`config.mk`:
```
export PLATFORM = sky130hd
export DESIGN_NAME = fm_chip_register_port_timers
export DESIGN_NICKNAME = d
export VERILOG_FILES = /design/src/rtl/core/fmrpt_pkg.sv /design/src/rtl/core/fm_chip_register_port_timers.sv
export SDC_FILE = /design/constraint.sdc
export NUM_CORES = 1
export LEC_CHECK = 0
export ABC_AREA = 1
export BUFFER_PORTS_ARGS = -buffer_cell sky130_fd_sc_hd__buf_2
export CAP_MARGIN = 40
export CORE_UTILIZATION = 25
export CTS_CLUSTER_DIAMETER = 80
export DETAILED_ROUTE_END_ITERATION = 10
export PLACE_DENSITY_LB_ADDON = 0.08
export SLEW_MARGIN = 20
export SYNTH_ARGS = -nofsm -noshare
export SYNTH_HDL_FRONTEND = slang
export SYNTH_SLANG_ARGS = --single-unit
```
`constraint.sdc`:
```
create_clock -name clk -period 11.85 [get_ports clk]
set_input_delay 1.185 -clock clk [delete_from_list [all_inputs] [get_ports clk]]
set_output_delay 1.185 -clock clk [all_outputs]
set_load 0.01 [all_outputs]
```
`src/rtl/core/fmrpt_pkg.sv`:
```
// Shared types and constants for the FM chip register port and timers.
package fmrpt_pkg;

    typedef enum logic [1:0] {
        MODE_WRITE = 2'd0,
        MODE_READ  = 2'd1,
        MODE_TICK  = 2'd2,
        MODE_NONE  = 2'd3
    } mode_t;

    localparam logic [7:0] SEL_TA_HIGH    = 8'h24;
    localparam logic [7:0] SEL_TA_LOW     = 8'h25;
    localparam logic [7:0] SEL_TB         = 8'h26;
    localparam logic [7:0] SEL_CONTROL    = 8'h27;
    localparam logic [7:0] SEL_DAC_SAMPLE = 8'h2a;
    localparam logic [7:0] SEL_DAC_ENABLE = 8'h2b;

    // control register bit positions
    localparam int CTRL_LOAD_A  = 0;
    localparam int CTRL_LOAD_B  = 1;
    localparam int CTRL_EN_A    = 2;
    localparam int CTRL_EN_B    = 3;
    localparam int CTRL_RESET_A = 4;
    localparam int CTRL_RESET_B = 5;
    localparam logic [7:0] CTRL_STORE_MASK = 8'hcf;

    localparam int FLAG_A = 0;
    localparam int FLAG_B = 1;

    localparam int COUNT_W    = 32;
    localparam int A_PERIOD_W = 15;
    localparam int B_PERIOD_W = 17;
    localparam logic [10:0] TIMER_A_BASE = 11'd1024;
    localparam logic [8:0]  TIMER_B_BASE = 9'd256;
    localparam logic [A_PERIOD_W-1:0] TIMER_A_SCALE = 15'd18;
    localparam logic [B_PERIOD_W-1:0] TIMER_B_SCALE = 17'd288;

    typedef struct packed {
        logic [7:0] read_data;
        logic       forward_to_core;
        logic       dac_sample_write;
        logic       dac_enable_write;
    } result_t;

endpackage

```
`src/rtl/core/fm_chip_register_port_timers.sv`:
```
// Register port, DAC decode and the two interval timers of an FM sound chip front end.
//
// Every transaction (bus write, status read or elapsed-time tick) is handled in the
// cycle it is accepted: state updates and the result is registered at that same edge,
// so one transaction is taken per cycle while in_stall is low. The 32-bit timer add
// followed by the period compare sets the cycle's logic depth. A two-entry output
// buffer (result register plus skid register) keeps the input open while a result
// waits; in_stall rises only when both entries are full.
module fm_chip_register_port_timers (
    input  logic       clk,
    input  logic       rst_n,
    input  logic       in_valid,
    output logic       in_stall,
    input  logic [1:0] mode,
    input  logic [1:0] port_addr,
    input  logic [7:0] write_data,
    input  logic [15:0] elapsed_us,
    output logic       out_valid,
    input  logic       out_stall,
    output logic [7:0] read_data,
    output logic       forward_to_core,
    output logic       dac_sample_write,
    output logic       dac_enable_write
);
    import fmrpt_pkg::*;

    logic [7:0]         select_port0_reg, select_port0_next;
    logic [7:0]         select_port1_reg, select_port1_next;
    logic [7:0]         timer_a_high_reg, timer_a_high_next;
    logic [1:0]         timer_a_low_reg, timer_a_low_next;
    logic [7:0]         timer_b_value_reg, timer_b_value_next;
    logic [7:0]         timer_control_reg, timer_control_next;
    logic [1:0]         overflow_flags_reg, overflow_flags_next;
    logic [COUNT_W-1:0] count_a_reg, count_a_next;
    logic [COUNT_W-1:0] count_b_reg, count_b_next;

    logic    out_valid_reg, skid_valid_reg;
    result_t out_reg, skid_reg, result;

    logic accept, out_fire, out_free;

    logic                  port_sel;
    logic [7:0]            sel;
    logic [10:0]           a_span;
    logic [8:0]            b_span;
    logic [A_PERIOD_W-1:0] a_period;
    logic [B_PERIOD_W-1:0] b_period;
    logic [COUNT_W-1:0]    sum_a, sum_b;
    logic [COUNT_W:0]      diff_a, diff_b;

    assign accept   = in_valid && !skid_valid_reg;
    assign in_stall = skid_valid_reg;
    assign out_fire = out_valid_reg && !out_stall;
    assign out_free = !out_valid_reg || out_fire;

    assign port_sel = port_addr[1];
    assign sel      = port_sel ? select_port1_reg : select_port0_reg;

    // periods: A = 18*(1024-TA10), B = 288*(256-TB)
    assign a_span   = TIMER_A_BASE - {1'b0, timer_a_high_reg, timer_a_low_reg};
    assign b_span   = TIMER_B_BASE - {1'b0, timer_b_value_reg};
    assign a_period = {4'b0, a_span} * TIMER_A_SCALE;
    assign b_period = {8'b0, b_span} * TIMER_B_SCALE;

    assign sum_a  = count_a_reg + {16'b0, elapsed_us};
    assign sum_b  = count_b_reg + {16'b0, elapsed_us};
    assign diff_a = {1'b0, sum_a} - {{(COUNT_W + 1 - A_PERIOD_W){1'b0}}, a_period};
    assign diff_b = {1'b0, sum_b} - {{(COUNT_W + 1 - B_PERIOD_W){1'b0}}, b_period};

    always_comb
    begin
        select_port0_next   = select_port0_reg;
        select_port1_next   = select_port1_reg;
        timer_a_high_next   = timer_a_high_reg;
        timer_a_low_next    = timer_a_low_reg;
        timer_b_value_next  = timer_b_value_reg;
        timer_control_next  = timer_control_reg;
        overflow_flags_next = overflow_flags_reg;
        count_a_next        = count_a_reg;
        count_b_next        = count_b_reg;
        result              = '0;

        case (mode_t'(mode))
            MODE_WRITE:
            begin
                if (!port_addr[0])
                begin
                    if (port_sel)
                        select_port1_next = write_data;
                    else
                        select_port0_next = write_data;
                    result.forward_to_core = 1'b1;
                end
                else if (sel == SEL_DAC_SAMPLE)
                begin
                    result.dac_sample_write = 1'b1;
                end
                else if (sel == SEL_DAC_ENABLE)
                begin
                    result.dac_enable_write = 1'b1;
                end
                else
                begin
                    result.forward_to_core = 1'b1;
                    if (sel == SEL_CONTROL)
                    begin
                        // restart on a rising load bit against the stored port-0 control
                        if (write_data[CTRL_LOAD_A] && !timer_control_reg[CTRL_LOAD_A])
                            count_a_next = '0;
                        if (write_data[CTRL_LOAD_B] && !timer_control_reg[CTRL_LOAD_B])
                            count_b_next = '0;
                        if (write_data[CTRL_RESET_A])
                            overflow_flags_next[FLAG_A] = 1'b0;
                        if (write_data[CTRL_RESET_B])
                            overflow_flags_next[FLAG_B] = 1'b0;
                        if (!port_sel)
                            timer_control_next = write_data & CTRL_STORE_MASK;
                    end
                    else if (!port_sel)
                    begin
                        if (sel == SEL_TA_HIGH)
                            timer_a_high_next = write_data;
                        else if (sel == SEL_TA_LOW)
                            timer_a_low_next = write_data[1:0];
                        else if (sel == SEL_TB)
                            timer_b_value_next = write_data;
                    end
                end
            end
            MODE_READ:
            begin
                result.read_data = {6'b0, overflow_flags_reg};
            end
            MODE_TICK:
            begin
                // a zero tick must not trigger a pending wrap after a period change
                if (elapsed_us != 16'd0)
                begin
                    if (timer_control_reg[CTRL_LOAD_A])
                    begin
                        if (diff_a[COUNT_W])
                        begin
                            count_a_next = sum_a;
                        end
                        else
                        begin
                            count_a_next = diff_a[COUNT_W-1:0];
                            if (timer_control_reg[CTRL_EN_A])
                                overflow_flags_next[FLAG_A] = 1'b1;
                        end
                    end
                    if (timer_control_reg[CTRL_LOAD_B])
                    begin
                        if (diff_b[COUNT_W])
                        begin
                            count_b_next = sum_b;
                        end
                        else
                        begin
                            count_b_next = diff_b[COUNT_W-1:0];
                            if (timer_control_reg[CTRL_EN_B])
                                overflow_flags_next[FLAG_B] = 1'b1;
                        end
                    end
                end
            end
            default:
            begin
                result = '0;
            end
        endcase
    end

    always_ff @(posedge clk or negedge rst_n)
    begin
        if (!rst_n)
        begin
            select_port0_reg   <= '0;
            select_port1_reg   <= '0;
            timer_a_high_reg   <= '0;
            timer_a_low_reg    <= '0;
            timer_b_value_reg  <= '0;
            timer_control_reg  <= '0;
            overflow_flags_reg <= '0;
            count_a_reg        <= '0;
            count_b_reg        <= '0;
        end
        else if (accept)
        begin
            select_port0_reg   <= select_port0_next;
            select_port1_reg   <= select_port1_next;
            timer_a_high_reg   <= timer_a_high_next;
            timer_a_low_reg    <= timer_a_low_next;
            timer_b_value_reg  <= timer_b_value_next;
            timer_control_reg  <= timer_control_next;
            overflow_flags_reg <= overflow_flags_next;
            count_a_reg        <= count_a_next;
            count_b_reg        <= count_b_next;
        end
    end

    always_ff @(posedge clk or negedge rst_n)
    begin
        if (!rst_n)
        begin
            out_valid_reg  <= 1'b0;
            skid_valid_reg <= 1'b0;
        end
        else if (out_free)
        begin
            out_valid_reg  <= skid_valid_reg || accept;
            skid_valid_reg <= 1'b0;
        end
        else if (accept)
        begin
            skid_valid_reg <= 1'b1;
        end
    end

    always_ff @(posedge clk)
    begin
        if (out_free)
        begin
            if (skid_valid_reg)
                out_reg <= skid_reg;
            else if (accept)
                out_reg <= result;
        end
        else if (accept)
        begin
            skid_reg <= result;
        end
    end

    assign out_valid        = out_valid_reg;
    assign read_data        = out_reg.read_data;
    assign forward_to_core  = out_reg.forward_to_core;
    assign dac_sample_write = out_reg.dac_sample_write;
    assign dac_enable_write = out_reg.dac_enable_write;

    // skid entry only fills behind a held result
    assert property (@(posedge clk) disable iff (!rst_n)
        skid_valid_reg |-> out_valid_reg)
        else $error("skid entry valid without a result in the output register");

    assert property (@(posedge clk) disable iff (!rst_n)
        out_valid_reg |-> (out_reg.read_data[7:2] == 6'd0))
        else $error("status byte has bits set above the overflow flags");

    assert property (@(posedge clk) disable iff (!rst_n)
        out_valid_reg |-> ($countones({out_reg.forward_to_core, out_reg.dac_sample_write,
                                       out_reg.dac_enable_write}) <= 1))
        else $error("write routed to more than one destination");

    assert property (@(posedge clk) disable iff (!rst_n)
        (accept && mode_t'(mode) == MODE_TICK && elapsed_us == 16'd0)
            |=> ($stable(count_a_reg) && $stable(count_b_reg)))
        else $error("zero tick changed a timer count");

endmodule

```
* Word-level counts from Yosys, hierarchy flattened
Index checks and enable logic that the tools add are counted.
** Word-level totals
- Register bits after elaboration :: 128
- Bits of input ports :: 32
- Output and inout port bits :: 13
- Word-level logic and storage cells :: 133
** Cells by class
- Add/subtract/negate cells :: 6
- $mul :: 2
- Eq/ne operators :: 23
- Muxes and demuxes :: 46
- Bitwise gates (word level) :: 8
- Reduce and logical (&&, ||, !) cells :: 28
** Operators by type and width (number)
- two-way mux 32 bit :: 16
- case mux 32 bit (2 select lines) :: 2
- adder 32 x 16 -> 32 bit :: 2
- equality test 8 x 6 -> 1 bit, second input constant :: 6
- subtractor 32 x 15 -> 33 bit :: 1
- subtractor 32 x 17 -> 33 bit :: 1
- != test 2 bit, second input constant :: 15
- AND reduction 9 bit :: 3
- two-way mux 11 bit :: 2
- AND reduction 11 bit :: 2
- two-way mux 1 bit :: 16
- nonzero test 16 bit :: 1
- multiplier 11 x 4 -> 14 bit, second input constant :: 1
- two-way mux 2 bit :: 7
- multiplier 9 x 4 -> 12 bit, second input constant :: 1
- subtractor 11 x 10 -> 11 bit, first input constant :: 1
- AND reduction 10 bit :: 1
- subtractor 9 x 8 -> 9 bit, first input constant :: 1
- two-way mux 8 bit :: 1
- inverter 1 bit :: 8
- AND reduction 4 bit :: 2
- AND reduction 8 bit :: 1
- AND reduction 7 bit :: 1
- nonzero test 2 bit :: 3
- 9 further kinds :: 18

* Logic depth before layout (Yosys ltp)
- Word-level depth :: 8
- Mapped depth :: 31

* Worst setup path before layout
OpenSTA, ideal clock, no wires.
- Path type :: register to register
- Start point :: register timer_b_value_reg[0]
- End point :: register count_b_reg[12]
- Data arrival time :: 4.318 ns
- Data required time :: 11.728 ns
- Slack :: 7.410 ns
- Cell stages (with the launch flop) :: 25
- Buffers on the path :: 2
- Period minus slack after synthesis :: 4.440 ns
- Path through :: dfrtp_1 nor3_1 or3b_2 xnor2_1 inv_1 ha_1 inv_1 fa_1 o21ai_0 nand2_1 nand2_1 o21ai_0 xor2_1 ha_1 a21oi_1 o21ai_0 a21o_1 nand2_1 nand3_1 nor2_1 nand2_2 buf_6 buf_6 o211ai_2 nand2_1
** Between the ends
- Cells in the longest elaborated chain, start to end :: 7
** Ends and longest elaborated chain
- start, declared :: RTL line fm_chip_register_port_timers.sv:31 : logic [7:0] timer_b_value_reg, timer_b_value_next;
- start signal, assigned :: RTL line fm_chip_register_port_timers.sv:194 : timer_b_value_reg <= timer_b_value_next;
- subtractor 9 x 8 -> 9 bit :: RTL line fm_chip_register_port_timers.sv:61 : assign b_span = TIMER_B_BASE - {1'b0, timer_b_value_reg};
- multiplier 9 x 4 -> 12 bit :: RTL line fm_chip_register_port_timers.sv:63 : assign b_period = {8'b0, b_span} * TIMER_B_SCALE;
- subtractor 32 x 17 -> 33 bit :: RTL line fm_chip_register_port_timers.sv:68 : assign diff_b = {1'b0, sum_b} - {{(COUNT_W + 1 - B_PERIOD_W){1'b0}}, b_period};
- two-way mux 32 bit :: RTL line fm_chip_register_port_timers.sv:154 : if (diff_b[COUNT_W])
- two-way mux 32 bit :: RTL line fm_chip_register_port_timers.sv:152 : if (timer_control_reg[CTRL_LOAD_B])
- two-way mux 32 bit :: RTL line fm_chip_register_port_timers.sv:137 : if (elapsed_us != 16'd0)
- case mux 32 bit (2 select lines) :: RTL line fm_chip_register_port_timers.sv:83 : case (mode_t'(mode))
- end signal, assigned :: RTL line fm_chip_register_port_timers.sv:198 : count_b_reg <= count_b_next;
- end, declared :: RTL line fm_chip_register_port_timers.sv:35 : logic [COUNT_W-1:0] count_b_reg, count_b_next;
Every way passes these cells. The select of a mux whose other input is x is not followed.
A chain may end at the register's enable or synchronous reset.

* Worst setup path after layout
- Start point :: register timer_b_value_reg[0]
- End point :: register count_b_reg[31]
The elaborated chain is that of the path after synthesis.

==> impl_metrics.env <==
export IMPL_io_buffers=38
export IMPL_finalPower_w=0.00293
export IMPL_cts_made_buffers=17
export IMPL_crit_buf_inv=0
export IMPL_max_freq_mhz=182
export IMPL_setup_violations=0
export IMPL_synth_top_area_share_pct=22.5
export IMPL_crit_path_end_kind="register"
export IMPL_critPathLaunchType="register"
export IMPL_initialDrtViolationCount=708
export IMPL_powerDensity_nw_per_um2=223
export IMPL_synthCells=1862
export IMPL_min_path_type="register to register"
export IMPL_post_cts_setup_buffers=0
export IMPL_hold_buffers=0
export IMPL_core_rowCount=79
export IMPL_die_y_um=219
export IMPL_yosysSeqAreaShare_pct=25.1
export IMPL_worstPathCellList="nor3_1, or3b_2, nor3_1, xnor2_1, and2_1, nor2_1, ha_1, a21oi_1, o21ai_0, nand3_1, nand2_1, nand2_1, xor2_1, ha_1, a21oi_1, a21boi_0, o21ai_0, a21oi_1, nand2_1, nor2_1, nand4_1, nand3_1, nand2_1"
export IMPL_ys_top_cells_by_area="dfrtp_1, nand2_1, inv_1"
export IMPL_multi_input_area_um2=7590
export IMPL_clockRootBuffer="clkbuf_16"
export IMPL_required_ns=12.21
export IMPL_slew_headroom_pct=45.3
export IMPL_dpl_hpwl_um=33700
export IMPL_grt_pass1_vias=11247
export IMPL_cpMaxStageDelayCell="or3b_2"
export IMPL_syn_area_per_cell_um2=6.33
export IMPL_post_drt_via_cell_ratio=4.57
export IMPL_area_growth_syn_to_layout_pct=11.7
export IMPL_synth_async_reset_ratio_pct=91.4
export IMPL_grt_ovfl_total=0
export IMPL_cts_sinks=116
export IMPL_drive_above_1_share_pct=7.43
export IMPL_cts_buffer_depth=2
export IMPL_vias=11511
export IMPL_synth_top_cell_by_area="dfrtp_1"
export IMPL_gp_congestion=0.857
export IMPL_synth_ff_type="dfrtp_1"
export IMPL_rsz0062_at_grt="false"
export IMPL_antenna_found_initial=4
export IMPL_fin_crit_ns=5.51
export IMPL_clk_pin_slew_worst_paths_ns=0.06
export IMPL_fin_hold_ws_ns=0.483
export IMPL_ir_worst_vdd_mv=0.189
export IMPL_p_leak_nw=6.97
export IMPL_fill_cells=5201
export IMPL_ys_seq_elements=116
export IMPL_pin_count=45
export IMPL_crit_family="simple AND/OR/NAND/NOR gates"
export IMPL_drt_wl_total_um=41300
export IMPL_dr_pass1_iters=6
export IMPL_fin_worst_skew_ns=0.0134
export IMPL_cts_tree="done"
export IMPL_synth_enable_flop_cells=10
export IMPL_register_area_um2=2950
export IMPL_critical_path_arrival_ns=5.86
export IMPL_tns_ns=0
export IMPL_final_hold_violation_count=0
export IMPL_grt_max_degree=48
export IMPL_crit_path_frequent_cell="nand2_1"
export IMPL_die_w_um=219
export IMPL_status="finished, final reports clean"
export IMPL_layout_nets=2017
export IMPL_grt_usage_pct=18.2
export IMPL_yosysWarningCount=0
export IMPL_max_stage_delay_ns=0.50
export IMPL_cts_resized=0
export IMPL_core_area_um2=46600
export IMPL_start_util_pct=25.3
export IMPL_drv_slew=0
export IMPL_synth_distinct_cells=56
export IMPL_syn_area_um2=11800
export IMPL_grt_pass1_wl_um=65600
export IMPL_clkLatencyLatePin_ns=0.47
export IMPL_timing_max_cap_violations=0
export IMPL_wl_per_cell_um=16.4
export IMPL_crit_fanout=5
export IMPL_crit_type="register to register"
export IMPL_layout_common_cells="nand2_1, inv_1, nor2_1"
export IMPL_drc=0
export IMPL_min_period_over_period_pct=46.5
export IMPL_die_area_um2=48000
export IMPL_final_common_cell="nand2_1"
export IMPL_worst_pin_slew_ns=0.813
export IMPL_htree_levels=4
export IMPL_drtAntennaViolNets=0
synthesized netlist by cell type, types with 3 or more instances:
library cell  count
nand2_1         616
inv_1           265
nor2_1          168
nand3_1         145
dfrtp_1         106
o21ai_0          87
ha_1             79
a21oi_1          55
xor2_1           55
nand4_1          41
xnor2_1          27
nor3_1           19
nand3b_1         18
nand2_2          17
o21ai_1          16
nor2_2           13
inv_2            11
buf_4            10
edfxtp_1         10
buf_2             9
nor4_1            8
and2_1            7
buf_6             6
fa_1              6
nand3_2           5
o21ai_2           5
or2_1             5
clkbuf_1          4
o211ai_2          4
o21bai_1          4
o31ai_1           4
a21boi_0          3
a21o_1            3
o22ai_1           3
worst paths after layout:
check / from / end / slack [ns] / cells past startpoint
worst max-delay path: timer_b_value_reg[0] / count_b_reg[31] / 6.34 / 23
min in group asynchronous: rst_n / select_port1_reg[5] / 0.75 / 1
worst min-delay path: select_port1_reg[1] / select_port1_reg[1] / 0.48 / 2
worst min register to register: select_port1_reg[1] / select_port1_reg[1] / 0.48 / 2
worst max register to register: timer_b_value_reg[0] / count_b_reg[31] / 6.34 / 23
max in group asynchronous: rst_n / count_b_reg[27] / 9.87 / 3
cells by family after synthesis:
| family | synth area share, % |
|---|---|
| and+or+nand+nor | 39.2 |
| buffers and inverters | 10.7 |
| AOI/OAI and AO/OA | 9.38 |
| DFF | 25.1 |
| adders and majority gates | 9.41 |
| xor gates and xnor gates | 6.10 |
| muxes | 0.181 |
| other | 0.0318 |
tightest hold or removal path: cells and delay by family, from the launching register on:
family             cells  cell delay (ns)
AOI/OAI and AO/OA      1             0.06
DFF                    1             0.34
and+or+nand+nor        1             0.05
where the power goes:
group / switching (W) / internal (W)
sequential: 0.0000859 / 0.000480
clock: 0.000232 / 0.000266
combinational: 0.00123 / 0.000629
metal layers:
layer / wire, um / track usage [%]
met5: 34 / 0
met4: 884 / 5.88
met3: 1260 / 3.10
met1: 19800 / 23.9
met2: 19300 / 29.9
per-stage QoR:
| stage | area [um^2] | worst slack [ns] | utilization [%] | cells |
|---|---|---|---|---|
| floorplan | 11800 | 7.41 | - | 1867 |
| global route | 13200 | 5.84 | 28.3 | 2519 |
| finish | 13200 | 6.34 | 28.3 | 2520 |
| global placement | 12600 | 6.08 | 27.0 | 2485 |
| CTS | 13200 | 6.27 | 28.3 | 2519 |
| detailed placement | 12600 | 6.18 | 27.1 | 2488 |
cell type report:
type	count	share of cell area (%)
inverters	278	7.97
repair buffers	44	2.05
well taps	607	5.77
diodes	1	0.0190
flip-flops and latches	116	22.4
clock buffers	17	3.23
clock inverters	14	0.808
multi-input cells	1443	57.7
Note: power is estimated with default switching activity, not from simulation.
